--- src/hdl/h2d_pkg.sv ---
`default_nettype none
package h2d_pkg;

  localparam logic [3:0] HDR_BYTES = 4'd9;
  localparam logic [3:0] HDR_LAST_POS = 4'd8;

  localparam logic [1:0] KIND_HEADER = 2'd0;
  localparam logic [1:0] KIND_PAYLOAD = 2'd1;
  localparam logic [1:0] KIND_TRUNC = 2'd2;

  typedef struct packed {
    logic [7:0] stream_byte;
    logic       buffer_end;
  } in_item_t;

  typedef struct packed {
    logic [1:0]  result_kind;
    logic [23:0] frame_length;
    logic [7:0]  frame_type;
    logic [7:0]  frame_flags;
    logic        reserved_bit;
    logic [30:0] stream_id;
    logic [7:0]  payload_byte;
    logic        frame_last;
  } out_item_t;

  typedef struct packed {
    logic [7:0] data;
    logic [3:0] pos;
    logic       store;
    logic       emit;
    logic [1:0] kind;
    logic       with_hdr;
    logic       keep_byte;
    logic       last;
  } op_t;

endpackage
`default_nettype wire

--- src/hdl/h2d_front.sv ---
`default_nettype none
module h2d_front
  import h2d_pkg::*;
(
  input  wire logic     clk,
  input  wire logic     rst,
  input  wire logic     take,
  input  wire in_item_t item,
  output op_t           op
);

  logic [3:0]  hpos;
  logic [3:0]  hpos_next;
  logic        in_pay;
  logic        in_pay_next;
  logic [23:0] len;
  logic [23:0] len_next;
  logic [23:0] rem;
  logic [23:0] rem_next;
  logic [3:0]  pos;
  logic [23:0] rem_dec;

  assign pos = (hpos >= HDR_BYTES) ? 4'd0 : hpos;
  assign rem_dec = rem - 24'd1;

  always_comb begin
    hpos_next = hpos;
    in_pay_next = in_pay;
    len_next = len;
    rem_next = rem;
    op = '0;
    op.data = item.stream_byte;
    op.pos = pos;
    if (in_pay) begin
      op.emit = 1'b1;
      op.with_hdr = 1'b1;
      op.keep_byte = 1'b1;
      rem_next = rem_dec;
      priority if (rem_dec == 24'd0) begin
        op.kind = KIND_PAYLOAD;
        op.last = 1'b1;
        in_pay_next = 1'b0;
        hpos_next = 4'd0;
      end else if (item.buffer_end) begin
        op.kind = KIND_TRUNC;
        op.last = 1'b1;
        in_pay_next = 1'b0;
        hpos_next = 4'd0;
        rem_next = 24'd0;
      end else begin
        op.kind = KIND_PAYLOAD;
      end
    end else begin
      op.store = 1'b1;
      unique case (pos)
        4'd0: len_next = {item.stream_byte, 16'd0};
        4'd1: len_next = {len[23:16], item.stream_byte, 8'd0};
        4'd2: len_next = {len[23:8], item.stream_byte};
        default: len_next = len;
      endcase
      if (pos != HDR_LAST_POS) begin
        hpos_next = pos + 4'd1;
        if (item.buffer_end) begin
          op.emit = 1'b1;
          op.kind = KIND_TRUNC;
          op.last = 1'b1;
          hpos_next = 4'd0;
        end
      end else begin
        op.emit = 1'b1;
        op.with_hdr = 1'b1;
        hpos_next = 4'd0;
        priority if (len == 24'd0) begin
          op.kind = KIND_HEADER;
          op.last = 1'b1;
        end else if (item.buffer_end) begin
          op.kind = KIND_TRUNC;
          op.last = 1'b1;
        end else begin
          op.kind = KIND_HEADER;
          in_pay_next = 1'b1;
          rem_next = len;
        end
      end
    end
  end

  always_ff @(posedge clk) begin
    if (rst) begin
      hpos <= 4'd0;
      in_pay <= 1'b0;
      len <= 24'd0;
      rem <= 24'd0;
    end else if (take) begin
      hpos <= hpos_next;
      in_pay <= in_pay_next;
      len <= len_next;
      rem <= rem_next;
    end
  end

endmodule
`default_nettype wire

--- src/hdl/h2d_fifo.sv ---
`default_nettype none
module h2d_fifo
  import h2d_pkg::*;
#(
  parameter int DEPTH = 4
) (
  input  wire logic clk,
  input  wire logic rst,
  input  wire logic push,
  input  wire op_t  wdata,
  output logic      full,
  input  wire logic pop,
  output logic      head_valid,
  output op_t       head
);

  localparam int AW = (DEPTH > 1) ? $clog2(DEPTH) : 1;
  localparam int CW = $clog2(DEPTH + 1);
  localparam logic [AW-1:0] LAST_IDX = AW'(DEPTH - 1);
  localparam logic [CW-1:0] FULL_CNT = CW'(DEPTH);

  op_t           mem [DEPTH];
  logic [AW-1:0] wptr;
  logic [AW-1:0] rptr;
  logic [CW-1:0] count;
  logic          do_push;
  logic          do_pop;

  assign full = (count == FULL_CNT);
  assign head_valid = (count != '0);
  assign head = mem[rptr];
  assign do_push = push && !full;
  assign do_pop = pop && head_valid;

  always_ff @(posedge clk) begin
    if (do_push) begin
      mem[wptr] <= wdata;
    end
  end

  always_ff @(posedge clk) begin
    if (rst) begin
      wptr <= '0;
      rptr <= '0;
      count <= '0;
    end else begin
      if (do_push) begin
        wptr <= (wptr == LAST_IDX) ? '0 : wptr + AW'(1);
      end
      if (do_pop) begin
        rptr <= (rptr == LAST_IDX) ? '0 : rptr + AW'(1);
      end
      if (do_push && !do_pop) begin
        count <= count + CW'(1);
      end else if (do_pop && !do_push) begin
        count <= count - CW'(1);
      end
    end
  end

endmodule
`default_nettype wire

--- src/hdl/h2d_back.sv ---
`default_nettype none
module h2d_back
  import h2d_pkg::*;
(
  input  wire logic  clk,
  input  wire logic  rst,
  input  wire logic  head_valid,
  input  wire op_t   head,
  output logic       pop,
  output logic       result_valid,
  input  wire logic  result_stall,
  output out_item_t  result_data
);

  logic [23:0] len_r;
  logic [23:0] len_next;
  logic [7:0]  type_r;
  logic [7:0]  type_next;
  logic [7:0]  flags_r;
  logic [7:0]  flags_next;
  logic        rsv_r;
  logic        rsv_next;
  logic [30:0] sid_r;
  logic [30:0] sid_next;
  logic        can_load;
  logic        load;
  out_item_t   res;

  always_comb begin
    len_next = len_r;
    type_next = type_r;
    flags_next = flags_r;
    rsv_next = rsv_r;
    sid_next = sid_r;
    if (head.store) begin
      unique case (head.pos)
        4'd0: len_next = {head.data, 16'd0};
        4'd1: len_next = {len_r[23:16], head.data, 8'd0};
        4'd2: len_next = {len_r[23:8], head.data};
        4'd3: type_next = head.data;
        4'd4: flags_next = head.data;
        4'd5: begin
          rsv_next = head.data[7];
          sid_next = {head.data[6:0], 24'd0};
        end
        4'd6: sid_next = {sid_r[30:24], head.data, 16'd0};
        4'd7: sid_next = {sid_r[30:16], head.data, 8'd0};
        4'd8: sid_next = {sid_r[30:8], head.data};
        default: sid_next = sid_r;
      endcase
    end
  end

  always_comb begin
    res = '0;
    res.result_kind = head.kind;
    res.frame_last = head.last;
    res.payload_byte = head.keep_byte ? head.data : 8'd0;
    if (head.with_hdr) begin
      res.frame_length = len_next;
      res.frame_type = type_next;
      res.frame_flags = flags_next;
      res.reserved_bit = rsv_next;
      res.stream_id = sid_next;
    end
  end

  assign can_load = !result_valid || !result_stall;
  assign pop = head_valid && (!head.emit || can_load);
  assign load = pop && head.emit;

  always_ff @(posedge clk) begin
    if (pop) begin
      len_r <= len_next;
      type_r <= type_next;
      flags_r <= flags_next;
      rsv_r <= rsv_next;
      sid_r <= sid_next;
    end
    if (load) begin
      result_data <= res;
    end
  end

  always_ff @(posedge clk) begin
    if (rst) begin
      result_valid <= 1'b0;
    end else if (load) begin
      result_valid <= 1'b1;
    end else if (!result_stall) begin
      result_valid <= 1'b0;
    end
  end

endmodule
`default_nettype wire

--- src/hdl/http2_frame_deframer.sv ---
// HTTP/2 frame deframer. Raw bytes enter on the byte channel, one per transfer,
// with buffer_end marking the last byte of a receive buffer. Results leave on
// the result channel: one header result per frame once its ninth header byte
// is in, then one result per payload byte, the final one marked last. A buffer
// that ends inside a frame yields a truncated result and parsing restarts at a
// header. Header bytes other than the ninth give no result unless a buffer ends.
// The front end tracks the header position and payload count and classifies
// each byte; a queue of QUEUE_DEPTH entries feeds the back end, which holds the
// header fields and the output register.
// One byte is taken every cycle unless byte_stall is high, and at most one
// result leaves every cycle. An accepted byte is written into the queue; its
// result is registered in the output register once it reaches the queue head.
// When result_stall is high the result holds; the queue holds up to QUEUE_DEPTH
// bytes and byte_stall rises when it is full. Reset clears the parse state, the
// queue and the result valid, after which a new frame header is expected.
`default_nettype none
module http2_frame_deframer
  import h2d_pkg::*;
#(
  parameter int QUEUE_DEPTH = 4
) (
  input  wire logic     clk,
  input  wire logic     rst,
  input  wire logic     byte_valid,
  output logic          byte_stall,
  input  wire in_item_t byte_data,
  output logic          result_valid,
  input  wire logic     result_stall,
  output out_item_t     result_data
);

  op_t  front_op;
  op_t  head;
  logic full;
  logic take;
  logic head_valid;
  logic pop;

  assign byte_stall = full;
  assign take = byte_valid && !full;

  h2d_front u_front (
    .clk  (clk),
    .rst  (rst),
    .take (take),
    .item (byte_data),
    .op   (front_op)
  );

  h2d_fifo #(
    .DEPTH (QUEUE_DEPTH)
  ) u_fifo (
    .clk        (clk),
    .rst        (rst),
    .push       (take),
    .wdata      (front_op),
    .full       (full),
    .pop        (pop),
    .head_valid (head_valid),
    .head       (head)
  );

  h2d_back u_back (
    .clk          (clk),
    .rst          (rst),
    .head_valid   (head_valid),
    .head         (head),
    .pop          (pop),
    .result_valid (result_valid),
    .result_stall (result_stall),
    .result_data  (result_data)
  );

  a_trunc_last: assert property (@(posedge clk) disable iff (rst)
    result_valid && result_data.result_kind == KIND_TRUNC |-> result_data.frame_last)
    else $error("Truncated result without last mark.");

  a_header_no_byte: assert property (@(posedge clk) disable iff (rst)
    result_valid && result_data.result_kind == KIND_HEADER |->
      result_data.payload_byte == 8'd0)
    else $error("Header result carries a payload byte.");

  a_empty_frame_last: assert property (@(posedge clk) disable iff (rst)
    result_valid && result_data.result_kind == KIND_HEADER &&
      result_data.frame_length == 24'd0 |-> result_data.frame_last)
    else $error("Empty frame header not marked last.");

  a_pop_has_head: assert property (@(posedge clk) disable iff (rst)
    pop |-> head_valid)
    else $error("Queue popped while empty.");

endmodule
`default_nettype wire
--- config.mk ---
export PLATFORM = sky130hd
export DESIGN_NAME = http2_frame_deframer
export DESIGN_NICKNAME = d
export VERILOG_FILES = /design/src/hdl/h2d_pkg.sv /design/src/hdl/h2d_front.sv /design/src/hdl/h2d_fifo.sv /design/src/hdl/h2d_back.sv /design/src/hdl/http2_frame_deframer.sv
export SDC_FILE = /design/constraint.sdc
export NUM_CORES = 1
export LEC_CHECK = 0
export ABC_AREA = 1
export BUFFER_PORTS_ARGS = -buffer_cell sky130_fd_sc_hd__buf_2
export CORE_MARGIN = 4
export CORE_UTILIZATION = 60
export CTS_CLUSTER_DIAMETER = 200
export DETAILED_ROUTE_END_ITERATION = 7
export PLACE_DENSITY = 0.8
export REMOVE_ABC_BUFFERS = 1
export SLEW_MARGIN = 20
export SYNTH_ARGS = -nofsm -noshare
export SYNTH_HDL_FRONTEND = slang
export SYNTH_SLANG_ARGS = --single-unit
--- constraint.sdc ---
create_clock -name clk -period 6.55 [get_ports clk]
set_input_delay 0.9825 -clock clk [delete_from_list [all_inputs] [get_ports clk]]
set_output_delay 0.9825 -clock clk [all_outputs]
set_load 0.005 [all_outputs]
Word-level counts from Yosys, hierarchy flattened
Memories as Yosys holds them, arrays and structs flattened. A register that Yosys moved wholly into a read port is not among the register bits.
Index checks and enable logic that the tools add are counted.
Widths: inputs -> output; s select.
- input port bits: 13
- output and inout bits: 85
- bits in writable memories: 76
- memories: 1
- bits in registers: 216
- logic and storage cells: 134
- order comparisons: 1
- add/sub/neg operators: 6
- reduce and logical (&&, ||, !) cells: 28
- eq/ne operators: 19
- bitwise logic cells: 3
- multiplexer cells: 53
- memories (name ; depth ; bits a word ; read ports ; clocked after memory_dff ; write ports ; RTL line ; source):
    u_fifo.mem ; 4 ; 19 ; 1 ; 1 ; 1 ; h2d_fifo.sv:22 ; op_t mem [DEPTH];
- operators with widths (kind ; number):
    $mux 24 ; 7
    $pmux 24 s3 ; 2
    $pmux 31 s4 ; 1
    $logic_not 24->1 ; 2
    $mux 8 ; 4
    $mux 31 ; 1
    $mux 4 ; 7
    $sub 24x1->24 const B ; 1
    $mux 1 ; 19
    $eq 4x3->1 const B ; 4
    $mux 2 ; 8
    $eq 4x2->1 const B ; 3
    $mux 3 ; 4
    $eq 4x1->1 const B ; 2
    $logic_not 4->1 ; 2
    $ne 2x1->1 const B ; 4
    $reduce_and 4->1 ; 2
    $logic_and 1x1->1 ; 7
    $logic_not 1->1 ; 6
    $reduce_bool 3->1 ; 2
    $reduce_and 5->1 ; 1
    $add 2x1->2 const B ; 2
    $add 4x1->4 const B ; 1
    $eq 2x2->1 const B ; 2
    12 further kinds ; 16

Logic depth before layout (Yosys ltp)
- depth after elaboration: 8
- mapped depth: 17
- mapped depth without buffers: 17

Hierarchy
A second synthesis with hierarchy kept.
- cell total of the unflattened synthesis: 1323
- area, all modules: 13108.8 um2
- by module, submodules not included (module ; cells an instance ; times used ; area each (um2) ; seq. area each (um2)):
    h2d_back ; 551 ; 1 ; 6437.4 ; 4674.5
    h2d_fifo ; 254 ; 1 ; 3359.5 ; 2462.4
    h2d_front ; 516 ; 1 ; 3301.9 ; 1061.0
    http2_frame_deframer ; 2 ; 1 ; 10.0 ; 0.0

Least setup slack after synthesis
Ideal clock, no wire load.
- path type: input to register
- start point: input port result_stall
- end point: register, netlist name u_back.result_data[0]
- arrival time: 4476 ps
- setup time: 437 ps
- buffers on the path: 0
- stages on the path: 5
- path slack: 1637 ps
- required time: 6113 ps
- path through: nand3_1 nand2_1 inv_1 nand2_1 inv_1
- word-level cells in the longest chain between the ends: 5
- RTL lines (element ; RTL line ; source):
    from (decl) ; http2_frame_deframer.sv:28 ; input wire logic result_stall,
    $logic_not 1->1 ; h2d_back.sv:68 ; assign can_load = !result_valid || !result_stall;
    $logic_or 1x1->1 ; h2d_back.sv:68 ;
    $logic_or 1x1->1 ; h2d_back.sv:69 ; assign pop = head_valid && (!head.emit || can_load);
    $logic_and 1x1->1 ; h2d_back.sv:69 ;
    net pop ; http2_frame_deframer.sv:37 ; logic pop;
    $logic_and 1x1->1 ; h2d_back.sv:70 ; assign load = pop && head.emit;
    net u_back.load ; h2d_back.sv:26 ; logic load;
The timed path passes the listed nets, and every way through them passes these cells.
A chain may end at the register's enable or synchronous reset.

==> results.md <==
• **run status** finished, final reports clean
• **clock buffers created by TritonCTS** 29
• **height of the die** 154 um
• **Placeable Area** 21,000 um^2
• **Remaining DRCs** 0
• **multi-input logic area** 3900 um^2
• **share of the clock period used by the worst path after layout** 52.7%
• **register bit count reported by yosys** 294
• **DRT iter0 DRCs** 900
• **distinct cell type count after synthesis** 39
• **worst slew pin tran** 1.06 ns
• **Port-buffer cells** 97
• **clock tree buffer depth** 3
• **Max stage delay cell, worst path** sky130_fd_sc_hd__a32oi_1
• **startpoint class of the critical path** register
• **via count of the first global-routing pass** 9,007
• **HPWL after DPL** 18,600 um
• **average wire length per cell after detail routing** 17.0 um
• **Cell Count Post-Placement** 1,625
• **Yosys warnings** 0
• **worst slack, placed** 3.17 ns
• **post-CTS setup buffers** 0
• **via total after detailed routing** 9,424
• **number of synthesized flops with an enable pin** 231
• **area taken by flip-flops and latches** 8200 um^2
• **unrepaired setup endpoints after global routing** no
• **count of final hold-check violations** 0
• **layout cell share with drive strength beyond 1** 13.0%
• **drt total wl** 28,500 um
• **maximum number of pins on one net before global-route repair** 76
• **Cell Pwr Density** 537 nW/um^2
• **Max Cap Viol** 0
• **per-instance average area after synthesis** 9.91 um^2
• **critical path class** reg -> reg
• **Critical Path AT** 3.71 ns
• **top achievable clock speed** 290 MHz
• **routed vias/inst** 5.61
• **worst-case vdd ir drop** 0.000266 V
• **remaining antenna violation count after routing** 0
• **clk sinks** 294
• **Overflow after GRT** 0
• **most frequent cells in the layout** sky130_fd_sc_hd__nand2_1, sky130_fd_sc_hd__edfxtp_1, sky130_fd_sc_hd__nor2_1
• **Synth Cell Area** 12,800 um^2
• **CTS-repair resized insts** 0
• **clock-pin slew on the worst setup and hold paths** 0.06 ns
• **count of fill cells added during filler insertion** 1,571
• **die outline area** 23,700 um^2
• **first-pass GRT wire length** 45,800 um
• **commonest register cell after synthesis** sky130_fd_sc_hd__edfxtp_1
• **initial antenna violation count** 0
• **gate count of the mapped netlist** 1,288
• **leading cell type in the layout, fill and taps excluded** sky130_fd_sc_hd__nand2_1
• **starting utilization of the core area** 60.9%
• **Boundary Pins** 98
• **data required time of the worst path** 6.81 ns
• **total negative setup slack** 0 ns
• **post-layout min period** 3.45 ns
• **insertion delay of the later-clocked pin in the worst-skew pair** 0.54 ns
• **Layout Area Growth over Synthesis** 13.1%
• **relative max-transition margin** 29.4%
• **final weighted congestion in routability-driven placement** 0.837
• **cts hold-fix bufs** 0
• **Root Buffer Master** sky130_fd_sc_hd__clkbuf_16
• **Post-synth ARST share** 0%
• **setup slack of the critical path after layout** 3.10 ns
• **crit path cell chain** buf_4, inv_2, or2_2, a32oi_1, inv_2, nand2_1, inv_1, nand2_1, a21oi_1
• **HP Class** reg -> reg
• **Setup Skew** 0.00867 ns
• **cell leakage power** 5.94 nW
• **GRT Total Usage** 23.6%
• **clock tree from TritonCTS** built
• **count of nets after finishing** 1,407
• **Crit Path Max Fanout** 39
• **count of placed standard cells in the final layout, fillers left out** 1,679
• **count of final setup violators** 0
• **diode count** 0
• **Die W** 154 um
• **maximum level of the CTS H-tree** 1
• **Row Count** 53
• **count of TritonRoute iterations in the first routing pass** 7
• **Crit. End Element** register
• **worst stage delay on the critical path** 0.85 ns
• **count of final max-slew check failures** 0
• **sequential share of the synthesized area** 64.2%
==> synth_stat cells (2+ instances only) <==
cell | instances | share of area, %
sky130_fd_sc_hd__a211oi_1 | 10 | 0.59
sky130_fd_sc_hd__a21oi_1 | 118 | 4.6
sky130_fd_sc_hd__a21oi_2 | 2 | 0.14
sky130_fd_sc_hd__a22oi_1 | 8 | 0.47
sky130_fd_sc_hd__a32o_1 | 2 | 0.16
sky130_fd_sc_hd__a32oi_1 | 9 | 0.62
sky130_fd_sc_hd__buf_2 | 12 | 0.47
sky130_fd_sc_hd__buf_4 | 4 | 0.24
sky130_fd_sc_hd__clkbuf_1 | 26 | 0.76
sky130_fd_sc_hd__dfxtp_1 | 63 | 9.9
sky130_fd_sc_hd__edfxtp_1 | 231 | 54
sky130_fd_sc_hd__ha_1 | 12 | 1.2
sky130_fd_sc_hd__inv_1 | 121 | 3.6
sky130_fd_sc_hd__inv_2 | 3 | 0.088
sky130_fd_sc_hd__nand2_1 | 338 | 9.9
sky130_fd_sc_hd__nand2_2 | 5 | 0.25
sky130_fd_sc_hd__nand2_4 | 2 | 0.18
sky130_fd_sc_hd__nand3_1 | 44 | 1.7
sky130_fd_sc_hd__nand3_2 | 2 | 0.16
sky130_fd_sc_hd__nand4_1 | 10 | 0.49
sky130_fd_sc_hd__nor2_1 | 146 | 4.3
sky130_fd_sc_hd__nor2_2 | 9 | 0.44
sky130_fd_sc_hd__nor2_4 | 2 | 0.18
sky130_fd_sc_hd__nor2_8 | 2 | 0.31
sky130_fd_sc_hd__nor3_1 | 6 | 0.24
sky130_fd_sc_hd__nor4_1 | 3 | 0.15
sky130_fd_sc_hd__o21ai_0 | 70 | 2.7
sky130_fd_sc_hd__o21ai_1 | 3 | 0.12
sky130_fd_sc_hd__o22ai_1 | 4 | 0.20
sky130_fd_sc_hd__o311ai_0 | 2 | 0.14
sky130_fd_sc_hd__or2_2 | 3 | 0.15
sky130_fd_sc_hd__xnor2_1 | 2 | 0.14
sky130_fd_sc_hd__xor2_1 | 8 | 0.55
==> worst max-delay path, delay by kind of cell (launching register included) <==
| family | cells | cell delay (ns) |
|---|---|---|
| simple gates | 3 | 0.82 |
| flops | 1 | 0.31 |
| compound gates | 2 | 0.94 |
| buf+inv | 4 | 1.08 |
==> per-layer routing <==
metal | vias to the layer above | wire, um | track usage (%)
li1 | 4541 | - | -
met1 | 4371 | 11500 | 31.3
met2 | 457 | 13900 | 40.4
met3 | 55 | 2510 | 4.59
met4 | 0 | 616 | 6.18
met5 | - | 0 | 0
==> report_power, final <==
group          switching, mW  internal [mW]
logic                   1.98          0.777
registers              0.236           3.05
clock network          0.684           1.02
total                   2.90           4.85
==> worst paths after layout <==
kind / start / to / slack [ns] / cells past startpoint
worst max-delay path: register / u_back.result_data[46] / 3.10 / 9
worst min-delay path: u_front.len[20] / u_front.len[20] / 0.48 / 2
worst min register to register: u_front.len[20] / u_front.len[20] / 0.48 / 2
worst max register to register: register / u_back.result_data[46] / 3.10 / 9
==> flip-flops by register name, summed over array words and instances (netlist names), named ones only <==
register             count
u_front.hpos             4
u_back.flags_r           8
u_fifo.rptr              2
u_front.in_pay           1
u_front.len             24
u_back.result_data      83
u_back.rsv_r             1
u_fifo.count             3
u_fifo.mem              76
u_back.type_r            8
u_front.rem             24
u_fifo.wptr              2
u_back.sid_r            31
u_back.result_valid      1
u_back.len_r            24
==> logic make-up after synthesis <==
kind of cell / synth area share [%]
XOR/XNOR: 0.686
AND/OR/NAND/NOR: 18.6
buffers and inverters: 5.26
adder cells (fa/ha/maj): 1.33
flip-flops: 64.2
AO/OA/AOI/OAI: 9.93
==> final cells by class <==
cell class,instances,area share (%)
clock inverters,14,1.21
repair buffers,105,3.78
well taps,275,2.38
flip-flops and latches,294,56.8
inverters,125,3.26
multi-input cells,826,27.0
clock buffers,40,5.59
==> through the flow <==
stage | area, um^2 | hold slack (ns) | util, % | power, mW
global route | 14400 | 0.515 | 68.9 | 8.24
detailed placement | 13500 | 0.465 | 64.2 | 6.03
floorplan | 12600 | 0.447 | - | 5.05
global placement | 13500 | 0.464 | 64.2 | 5.91
CTS | 14400 | 0.479 | 68.9 | 7.76
finish | 14400 | 0.478 | 68.9 | 7.75
Power figures use the tool's default switching activity.
